--- config.mk ---
export PLATFORM = sky130hd
export DESIGN_NAME = task_table_round_robin_scheduler_core
export DESIGN_NICKNAME = d
export VERILOG_FILES = /design/src/ttrr_pkg.sv /design/src/ttrr_slot_ram.sv /design/src/task_table_round_robin_scheduler_core.sv
export SDC_FILE = /design/constraint.sdc
export NUM_CORES = 2
export LEC_CHECK = 0
export BUFFER_PORTS_ARGS = -buffer_cell sky130_fd_sc_hd__buf_2
export CAP_MARGIN = 20
export CORE_MARGIN = 8
export CORE_UTILIZATION = 45
export DETAILED_ROUTE_END_ITERATION = 10
export GPL_ROUTABILITY_DRIVEN = 1
export SLEW_MARGIN = 20
export SYNTH_ARGS = -nofsm -noshare
export SYNTH_HDL_FRONTEND = slang
export SYNTH_SLANG_ARGS = --single-unit
--- constraint.sdc ---
create_clock -name i_clk -period 87.4 [get_ports i_clk]
set_input_delay 13.11 -clock i_clk [delete_from_list [all_inputs] [get_ports i_clk]]
set_output_delay 13.11 -clock i_clk [all_outputs]
set_load 0.03 [all_outputs]
--- src/ttrr_pkg.sv ---
// Shared types and constants for the round-robin task table scheduler.
// No dependencies.
package ttrr_pkg;
    localparam int TASK_SLOTS = 16;
    localparam int SLOT_W     = $clog2(TASK_SLOTS);
    localparam int USED_W     = $clog2(TASK_SLOTS + 1);

    typedef enum logic [2:0] {
        MODE_TICK     = 3'd0,
        MODE_CREATE   = 3'd1,
        MODE_RUN      = 3'd2,
        MODE_EXIT     = 3'd3,
        MODE_READY    = 3'd4,
        MODE_SLEEP    = 3'd5,
        MODE_WAKE     = 3'd6,
        MODE_SELECT   = 3'd7
    } t_mode;

    localparam logic [1:0] ST_READY   = 2'd0;
    localparam logic [1:0] ST_RUNNING = 2'd1;
    localparam logic [1:0] ST_BLOCKED = 2'd2;
    localparam logic [1:0] ST_EXITED  = 2'd3;

    localparam logic [1:0] RS_OK      = 2'd0;
    localparam logic [1:0] RS_REFUSED = 2'd1;
    localparam logic [1:0] RS_NOTASK  = 2'd2;
    localparam logic [1:0] RS_NONE    = 2'd3;

    localparam logic [1:0] KIND_KERNEL = 2'd0;
    localparam logic [1:0] KIND_USER   = 2'd1;
    localparam logic [1:0] KIND_IDLE   = 2'd2;

    typedef struct packed {
        logic [31:0] id;
        logic [31:0] parent;
        logic [1:0]  status;
        logic        user;
        logic        service;
        logic        launchable;
        logic [63:0] deadline;
        logic [31:0] window;
    } t_slot;
endpackage

--- src/ttrr_slot_ram.sv ---
// Task slot storage: one synchronous memory of slot records.
// Depends on ttrr_pkg.
module ttrr_slot_ram
    import ttrr_pkg::*;
(
    input  logic              i_clk,
    input  logic              i_we,
    input  logic [SLOT_W-1:0] i_waddr,
    input  t_slot             i_wdata,
    input  logic [SLOT_W-1:0] i_raddr,
    output t_slot             o_rdata
);
    t_slot r_mem [TASK_SLOTS];

    always_ff @(posedge i_clk) begin
        if (i_we) begin
            r_mem[i_waddr] <= i_wdata;
        end
        o_rdata <= r_mem[i_raddr];
    end
endmodule

--- src/task_table_round_robin_scheduler_core.sv ---
// Round-robin task table scheduler top level.
// Create, ready, sleep and wake sweep the table once, the other requests twice, and busy stays
// high while a request is in progress.
// Throughput: one request at a time, set by the single read and write port of the slot RAM.
// Reset (synchronous, active low) clears counters and control; slot RAM needs no clearing.
// The result strobe lasts one cycle, in the first cycle with busy low; the receiver cannot stall.
module task_table_round_robin_scheduler_core
    import ttrr_pkg::*;
(
    input  logic        i_clk,
    input  logic        i_rst_n,
    input  logic        start,
    output logic        busy,
    input  logic [2:0]  i_mode,
    input  logic [31:0] i_task_id,
    input  logic [31:0] i_parent_id,
    input  logic [1:0]  i_task_kind,
    input  logic        i_service_flag,
    input  logic        i_launchable,
    input  logic [63:0] i_wake_deadline,
    input  logic [31:0] i_window_id,
    output logic        o_valid,
    output logic [1:0]  o_status,
    output logic [31:0] o_result_id,
    output logic [63:0] o_tick_count,
    output logic [63:0] o_busy_ticks,
    output logic [63:0] o_idle_ticks
);
    typedef enum logic [2:0] {S_IDLE, S_SCAN, S_MID, S_APPLY, S_DONE} t_state;

    t_state            r_state;
    t_mode             r_mode;
    logic [31:0]       r_tid, r_pid, r_win;
    logic [1:0]        r_kind;
    logic              r_svc, r_launch;
    logic [63:0]       r_dl;
    logic              r_pass;
    logic [USED_W-1:0] r_cnt;
    logic              r_rvalid;
    logic [SLOT_W-1:0] r_raddr_q;
    logic [USED_W-1:0] r_used;
    logic [31:0]       r_next_id, r_cur_id;
    logic [63:0]       r_tick, r_busy, r_idle;
    logic              r_f_hit, r_c_hit, r_x_hit, r_sel_hit, r_hit_any;
    logic [SLOT_W-1:0] r_f_idx, r_c_idx, r_x_idx;
    t_slot             r_f_slot, r_c_slot;
    logic [31:0]       r_sel_id;
    logic [1:0]        r_res_status;

    logic              ram_we;
    logic [SLOT_W-1:0] ram_waddr, ram_raddr;
    t_slot             ram_wdata, rd;

    ttrr_slot_ram u_ram (
        .i_clk   (i_clk),
        .i_we    (ram_we),
        .i_waddr (ram_waddr),
        .i_wdata (ram_wdata),
        .i_raddr (ram_raddr),
        .o_rdata (rd)
    );

    // pass 0: scan lookups; pass 1: per-slot rewrite, or select sweep
    logic [USED_W-1:0] sweep_idx;
    logic [USED_W-1:0] sel_base;
    logic [USED_W:0]   sel_sum;
    always_comb begin
        sel_base = r_c_hit ? USED_W'(r_c_idx) : '0;
        sel_sum  = {1'b0, sel_base} + {1'b0, r_cnt} + 1'b1;
        if (sel_sum >= {1'b0, r_used}) sel_sum = sel_sum - {1'b0, r_used};
        if (sel_sum >= {1'b0, r_used}) sel_sum = sel_sum - {1'b0, r_used};
        sweep_idx = (r_mode == MODE_SELECT && r_pass) ? sel_sum[USED_W-1:0] : r_cnt;
        ram_raddr = sweep_idx[SLOT_W-1:0];
    end

    logic scan_issue;
    assign scan_issue = (r_state == S_SCAN || r_state == S_MID) && (r_cnt < r_used);

    // writeback in pass 1 for per-slot modes
    t_slot wb;
    logic  wb_en;
    logic  eligible;
    always_comb begin
        wb = rd;
        wb_en = 1'b0;
        eligible = rd.user && rd.status == ST_READY && rd.launchable;
        unique case (r_mode)
            MODE_TICK: begin
                if (rd.status == ST_BLOCKED && rd.deadline != '0 && rd.deadline <= r_tick) begin
                    wb.status = ST_READY; wb.deadline = '0; wb.window = '0; wb_en = 1'b1;
                end
            end
            MODE_RUN: begin
                if (rd.id == r_tid) begin
                    wb.status = ST_RUNNING; wb_en = 1'b1;
                end else if (rd.status == ST_RUNNING) begin
                    wb.status = ST_READY; wb_en = 1'b1;
                end
            end
            MODE_EXIT: begin
                if (rd.parent == r_tid) begin
                    wb.parent = '0; wb_en = 1'b1;
                end
                if (r_f_hit && r_raddr_q == r_f_idx) begin
                    wb.status = ST_EXITED; wb_en = 1'b1;
                end
            end
            default: ;
        endcase
    end

    logic per_slot_mode;
    assign per_slot_mode = r_mode == MODE_TICK || r_mode == MODE_RUN || r_mode == MODE_EXIT;

    // single-slot update for create / ready / sleep / wake
    t_slot             ap;
    logic              ap_en;
    logic [SLOT_W-1:0] ap_idx;
    logic [1:0]        ap_status;
    logic [31:0]       ap_rid;
    logic              ap_new;
    always_comb begin
        ap = r_f_slot;
        ap_en = 1'b0;
        ap_idx = r_f_idx;
        ap_status = RS_OK;
        ap_rid = '0;
        ap_new = 1'b0;
        unique case (r_mode)
            MODE_CREATE: begin
                ap = '0;
                if (r_kind == KIND_IDLE) begin
                    ap.status = ST_RUNNING;
                end else begin
                    ap.id = r_next_id;
                    ap.status = ST_READY;
                    if (r_kind == KIND_USER) begin
                        ap.parent = r_pid; ap.user = 1'b1;
                        ap.service = r_svc; ap.launchable = r_launch;
                    end
                end
                if (r_kind > KIND_IDLE) begin
                    ap_status = RS_REFUSED;
                end else if (r_x_hit) begin
                    ap_idx = r_x_idx; ap_en = 1'b1; ap_rid = ap.id;
                end else if (r_used >= USED_W'(TASK_SLOTS)) begin
                    ap_status = RS_NONE;
                end else begin
                    ap_idx = r_used[SLOT_W-1:0]; ap_en = 1'b1; ap_rid = ap.id; ap_new = 1'b1;
                end
            end
            MODE_READY: begin
                if (!r_f_hit) ap_status = RS_NOTASK;
                else if (r_f_slot.status == ST_EXITED) ap_status = RS_REFUSED;
                else begin
                    ap.status = ST_READY; ap.deadline = '0; ap.window = '0; ap_en = 1'b1;
                end
            end
            MODE_SLEEP: begin
                ap = r_c_slot; ap_idx = r_c_idx;
                if (!r_c_hit) ap_status = RS_NOTASK;
                else if (r_c_slot.id == '0 || r_c_slot.status == ST_EXITED)
                    ap_status = RS_REFUSED;
                else begin
                    ap.status = ST_BLOCKED; ap.deadline = r_dl; ap.window = r_win; ap_en = 1'b1;
                end
            end
            MODE_WAKE: begin
                if (!r_f_hit) ap_status = RS_NOTASK;
                else if (r_f_slot.status != ST_BLOCKED || r_f_slot.window != r_win)
                    ap_status = RS_REFUSED;
                else begin
                    ap.status = ST_READY; ap.deadline = '0; ap.window = '0; ap_en = 1'b1;
                end
            end
            default: ;
        endcase
    end

    always_comb begin
        ram_we    = 1'b0;
        ram_waddr = r_raddr_q;
        ram_wdata = wb;
        if (r_state == S_MID && r_pass && r_rvalid && per_slot_mode) begin
            ram_we = wb_en;
        end else if (r_state == S_APPLY) begin
            ram_we = ap_en; ram_waddr = ap_idx; ram_wdata = ap;
        end
    end

    always_ff @(posedge i_clk) begin
        if (!i_rst_n) begin
            r_state   <= S_IDLE;
            r_used    <= '0;
            r_next_id <= 32'd1;
            r_cur_id  <= '0;
            r_tick    <= '0;
            r_busy    <= '0;
            r_idle    <= '0;
            r_rvalid  <= 1'b0;
            o_valid   <= 1'b0;
        end else begin
            o_valid  <= r_state == S_DONE;
            r_rvalid <= scan_issue;
            r_raddr_q <= ram_raddr;
            unique case (r_state)
                S_IDLE: begin
                    if (start) begin
                        r_mode <= t_mode'(i_mode);
                        r_tid <= i_task_id; r_pid <= i_parent_id; r_kind <= i_task_kind;
                        r_svc <= i_service_flag; r_launch <= i_launchable;
                        r_dl <= i_wake_deadline; r_win <= i_window_id;
                        r_pass <= 1'b0; r_cnt <= '0;
                        r_f_hit <= 1'b0; r_c_hit <= 1'b0; r_x_hit <= 1'b0;
                        r_sel_hit <= 1'b0; r_hit_any <= 1'b0;
                        r_state <= S_SCAN;
                    end
                end
                S_SCAN, S_MID: begin
                    if (scan_issue) r_cnt <= r_cnt + 1'b1;
                    if (r_rvalid && !r_pass) begin
                        if (!r_f_hit && rd.id == r_tid) begin
                            r_f_hit <= 1'b1; r_f_idx <= r_raddr_q; r_f_slot <= rd;
                        end
                        if (!r_c_hit && rd.id == r_cur_id) begin
                            r_c_hit <= 1'b1; r_c_idx <= r_raddr_q; r_c_slot <= rd;
                        end
                        if (!r_x_hit && rd.status == ST_EXITED) begin
                            r_x_hit <= 1'b1; r_x_idx <= r_raddr_q;
                        end
                    end
                    if (r_rvalid && r_pass) begin
                        if (r_mode == MODE_RUN && rd.id == r_tid) r_hit_any <= 1'b1;
                        if (r_mode == MODE_SELECT && !r_sel_hit && eligible && !rd.service) begin
                            r_sel_hit <= 1'b1; r_sel_id <= rd.id;
                        end
                        if (r_mode == MODE_SELECT && !r_hit_any && eligible && rd.service) begin
                            r_hit_any <= 1'b1; r_f_slot <= rd;
                        end
                    end
                    if (!scan_issue && !r_rvalid) begin
                        if (!r_pass) begin
                            r_pass <= 1'b1; r_cnt <= '0;
                            if (r_mode == MODE_TICK) begin
                                r_tick <= r_tick + 1'b1;
                                if (r_c_hit && r_c_slot.status == ST_RUNNING)
                                    r_busy <= r_busy + 1'b1;
                                else
                                    r_idle <= r_idle + 1'b1;
                            end
                            r_state <= (per_slot_mode || r_mode == MODE_SELECT) ? S_MID : S_APPLY;
                        end else begin
                            r_state <= S_APPLY;
                        end
                    end
                end
                S_APPLY: begin
                    unique case (r_mode)
                        MODE_RUN: begin
                            r_cur_id <= r_tid;
                            r_res_status <= r_hit_any ? RS_OK : RS_NOTASK;
                            o_result_id <= '0;
                        end
                        MODE_EXIT: begin
                            if (r_cur_id == r_tid) r_cur_id <= '0;
                            r_res_status <= r_f_hit ? RS_OK : RS_NOTASK;
                            o_result_id <= '0;
                        end
                        MODE_SELECT: begin
                            if (r_sel_hit) begin
                                r_res_status <= RS_OK; o_result_id <= r_sel_id;
                            end else if (r_hit_any) begin
                                r_res_status <= RS_OK; o_result_id <= r_f_slot.id;
                            end else begin
                                r_res_status <= RS_NONE; o_result_id <= '0;
                            end
                        end
                        MODE_CREATE: begin
                            r_res_status <= ap_status;
                            o_result_id <= ap_rid;
                            if (ap_new) r_used <= r_used + 1'b1;
                            if (ap_en && r_kind != KIND_IDLE) r_next_id <= r_next_id + 1'b1;
                        end
                        default: begin
                            r_res_status <= ap_status;
                            o_result_id <= ap_rid;
                        end
                    endcase
                    r_state <= S_DONE;
                end
                S_DONE: begin
                    r_state <= S_IDLE;
                end
                default: r_state <= S_IDLE;
            endcase
        end
    end

    assign busy         = r_state != S_IDLE;
    assign o_status     = r_res_status;
    assign o_tick_count = r_tick;
    assign o_busy_ticks = r_busy;
    assign o_idle_ticks = r_idle;

    a_used_bound: assert property (@(posedge i_clk) disable iff (!i_rst_n)
        r_used <= USED_W'(TASK_SLOTS))
        else $error("slot count beyond table");
    a_one_result: assert property (@(posedge i_clk) disable iff (!i_rst_n)
        o_valid |=> !o_valid)
        else $error("result strobe longer than one cycle");
    a_tick_only: assert property (@(posedge i_clk) disable iff (!i_rst_n)
        (r_state != S_IDLE && r_mode != MODE_TICK) |=> $stable(r_tick))
        else $error("tick counter moved outside tick");
endmodule

==> summary.md <==
| Metric | Value |
|---|---|
| Synth warn | `0` |
| Worst-Margin Slew | `between 1000 and 1500 ps` |
| Final setup vio count | `0` |
| P_leak | `57.64 nW` |
| Die X-Extent | `between 600 and 700 um` |
| Crit path DAT | `around 2200 ps` |
| Vias in the first global route | `between 90000 and 100k` |
| Final HPWL DP | `267300 um` |
| Post-CTS Setup Repair Bufs | `0` |
| Synth Area in Compound Gates | `0.1298` |
| Maximum Capacitance Violations | `0` |
| DR WL/cell | `about 30 um` |
| Syn Inst Count | `11117` |
| Largest net degree at the start of global routing | `150` |
| Clk_skew | `116.1 ps` |
| DIE AREA | `~0.36 sq mm` |
| Hold Path Class | `register to register` |
| Reg-to-reg endpoint | `u_ram.o_rdata[50]` |
| Post-Syn Nets | `11380` |
| Relative slew slack | `0.2285` |
| Seq/Total Area, Yosys | `0.6846` |
| Fmax | `roughly 65 MHz` |
| Worst-path fanout max | `9` |
| WP data required | `between 70000 and 80000 ps` |
| PortBufs | `397` |
| Post-DR vias/cell | `about 6.3` |
| Core area | `between 0.3 and 0.4 sq mm` |
| Gr usage total | `0.2563` |
| Power consumption | `about 5 mW` |
| XOR/XNOR share of the synthesized area | `0.01782` |
| Mean Syn Cell Area | `13.88 sq um` |
| Final Hold Viols | `0` |
| Routed WL | `between 400000 and 500000 um` |
| Cell row count | `215` |
| Routed Antenna Nets | `0` |
| Crit Path Category | `register to output pin` |
| I/O pins | `approximately 400` |
| Reg2Reg Launch Point | `r_c_hit` |
| Detailed Routing Iterations Pass 1 | `6` |
| Setup TNS | `0 ps` |
| Post-route insts no fill | `around 16000` |
| Placed cell count | `about 15000` |
| Mapped Area | `0.1543 sq mm` |
| RSZ-0062 raised after global routing | `no` |
| Crit path launch type | `register` |
| Clock Tree Buf Depth | `4` |
| PostCTS Resize Cnt | `0` |
| Setup crit start | `r_state[0]` |
| Initial antenna violation count | `22` |
| Post-synthesis mux area share | `0.05663` |
| Nets | `11568` |
| Maximum VDD drop | `about 0.029 mV` |
| Area Growth Syn to Fin | `12.98%` |
| DRC | `0` |
| CTS H-tree lvls | `5` |
| CTS sink cnt | `3661` |
| Largest family of logic cells by synthesized area | `compound AO/OA/AOI/OAI gates` |
| Clk pin slew, worst setup/hold paths | `about 60 ps` |
| Crit path to | `busy` |
| Adder-Cell Fraction of Synth Area | `0.007688` |
| Hold_buf cts | `0` |
| Synth Area in Simple Gates | `0.06166` |
| Final Critical Period | `15270 ps` |
| Starting Density | `0.4509` |
| Starting DRT DRC Count | `12394` |
| Yosys cell types | `83` |
| FF-to-FF path depth | `26` |
| Final Max Slew Viols | `0` |
| First-pass GRT wire length | `roughly 700000 um` |
| Run status | `finished clean` |
| Num CTS Buffers | `between 300 and 400` |
| Die Height | `roughly 600 um` |
| Via count | `~100k` |
| Crit end category | `output pin` |
| Global route overflow | `0` |
| Ys flop type | `edfxtp_1` |
| EDFF count, synth | `about 3200` |
| Pwr dens | `about 28 mW/mm^2` |
| Share of layout cells above drive strength 1 | `0.1691` |
| Worst skew pair latency | `approximately 990 ps` |
| Fin crit share | `0.1748` |
| CTS tree | `yes` |
| Final GP Congestion | `approximately 0.86` |
| Clk root buf | `clkbuf_16` |
| Setup slack, reg-to-reg | `between 70000 and 80000 ps` |
| Synth async-reset ratio | `0` |
| Synth Register Bits | `3661` |
-- where the power goes --
group / switching [mW] / internal (mW)
Sequential: 0.116 / 2.17
Combinational: 0.694 / 0.245
Clock: 0.699 / 0.949
-- how the worst min path moves through the flow --
stage               cells after the start               from      endpoint
global placement                        0   u_ram.o_rdata[0]   r_c_slot[0]
global route                            0  u_ram.o_rdata[15]  r_c_slot[15]
CTS                                     0  u_ram.o_rdata[15]  r_c_slot[15]
finish                                  0  u_ram.o_rdata[15]  r_c_slot[15]
detailed placement                      0  u_ram.o_rdata[15]  r_c_slot[15]
floorplan                               0   u_ram.o_rdata[0]   r_c_slot[0]
-- layout make-up --
class	count	area [sq um]
sequential	3661	105600
tap	4557	5702
clock inverter	191	1964
timing repair buffer	666	4287
multi-input combinational	5831	42960
clock buffer	533	10840
inverter	760	2883
antenna	26	65.06
fill	28798	167900
-- sequential cells by signal, indices dropped and copies added, names as in the netlist, 5 cells and up --
signal	count
r_cnt	5
r_dl	64
r_cur_id	32
r_win	32
u_ram.r_mem	2640
o_busy_ticks	64
o_idle_ticks	64
r_pid	32
o_result_id	32
r_next_id	32
r_f_slot	165
r_c_slot	165
r_sel_id	32
u_ram.o_rdata	165
r_used	5
o_tick_count	64
r_tid	32
-- per-stage QoR --
stage	setup WS, ps	util	hold WS [ps]	cell area (sq um)
after floorplan	57830	-	424.5	154300
after global placement	71270	0.4707	434.6	161100
after detailed placement	71220	0.4708	441.1	161100
after CTS	72070	0.5082	429.5	173900
after global routing	72060	0.5094	443.6	174300
final	72130	0.5094	435.9	174300
-- critical path: stages, from the launching register on --
cell and delay, ps:
dfxtp_1 380, or3_1 550, buf_2 270
-- per-layer routing --
metal	global-route usage	routed length, um	vias to the layer above
met2	0.4095	223400	5213
met1	0.3534	198900	51984
met3	0.04188	42540	925
li1	-	-	43698
met5	0	41	-
met4	0.09685	19310	6
-- kinds of logic after synthesis --
| group | count (synthesis) |
|---|---|
| compound gates | 2784 |
| simple gates | 1851 |
| xor+xnor | 314 |
| flops | 3661 |
| buf+inv | 1625 |
| fa+ha+maj | 93 |
| mux | 789 |
-- cell usage after synthesis, types with 138 or more instances --
cell / count / area share
a21oi_1: 374 / 0.012
buf_2: 150 / 0.0049
clkbuf_1: 658 / 0.016
dfxtp_1: 431 / 0.056
edfxtp_1: 3230 / 0.63
inv_1: 757 / 0.018
mux2_2: 538 / 0.039
nand2_1: 583 / 0.014
nand3_1: 138 / 0.0045
nand4_1: 186 / 0.0075
nor2_1: 292 / 0.0071
o211ai_1: 1575 / 0.077
o21ai_0: 168 / 0.0054
or4_1: 199 / 0.0097
xnor2_1: 155 / 0.0088
xor2_1: 159 / 0.0090
-- cells in the final DEF (no fill, tap or decap), types with 26 or more instances in the layout --
cell type	Yosys	final
edfxtp_1	3230	3230
o211ai_1	1575	1575
inv_1	757	755
nand2_1	583	579
mux2_2	538	538
dfxtp_1	431	431
buf_2	150	396
clkbuf_16	0	390
a21oi_1	374	359
nor2_1	292	282
buf_4	17	244
or4_1	199	199
nand4_1	186	186
xor2_1	159	159
xnor2_1	155	155
o21ai_0	168	152
nand3_1	138	138
mux2i_1	127	127
mux2_1	123	123
o311ai_0	121	120
nor4_1	98	95
and3_1	95	94
a31oi_1	94	93
ha_1	90	90
clkbuf_1	658	89
clkinv_2	0	81
o22ai_1	126	78
nor3_1	73	72
or3_1	69	69
a221oi_1	68	68
clkbuf_8	0	54
o22ai_2	0	48
clkinv_1	0	44
a2111oi_2	40	42
a22oi_1	34	34
a21o_1	31	29
nand2b_1	31	28
diode_2	0	26
bufinv_16	0	26
Note: power is estimated with default switching activity, not from simulation.
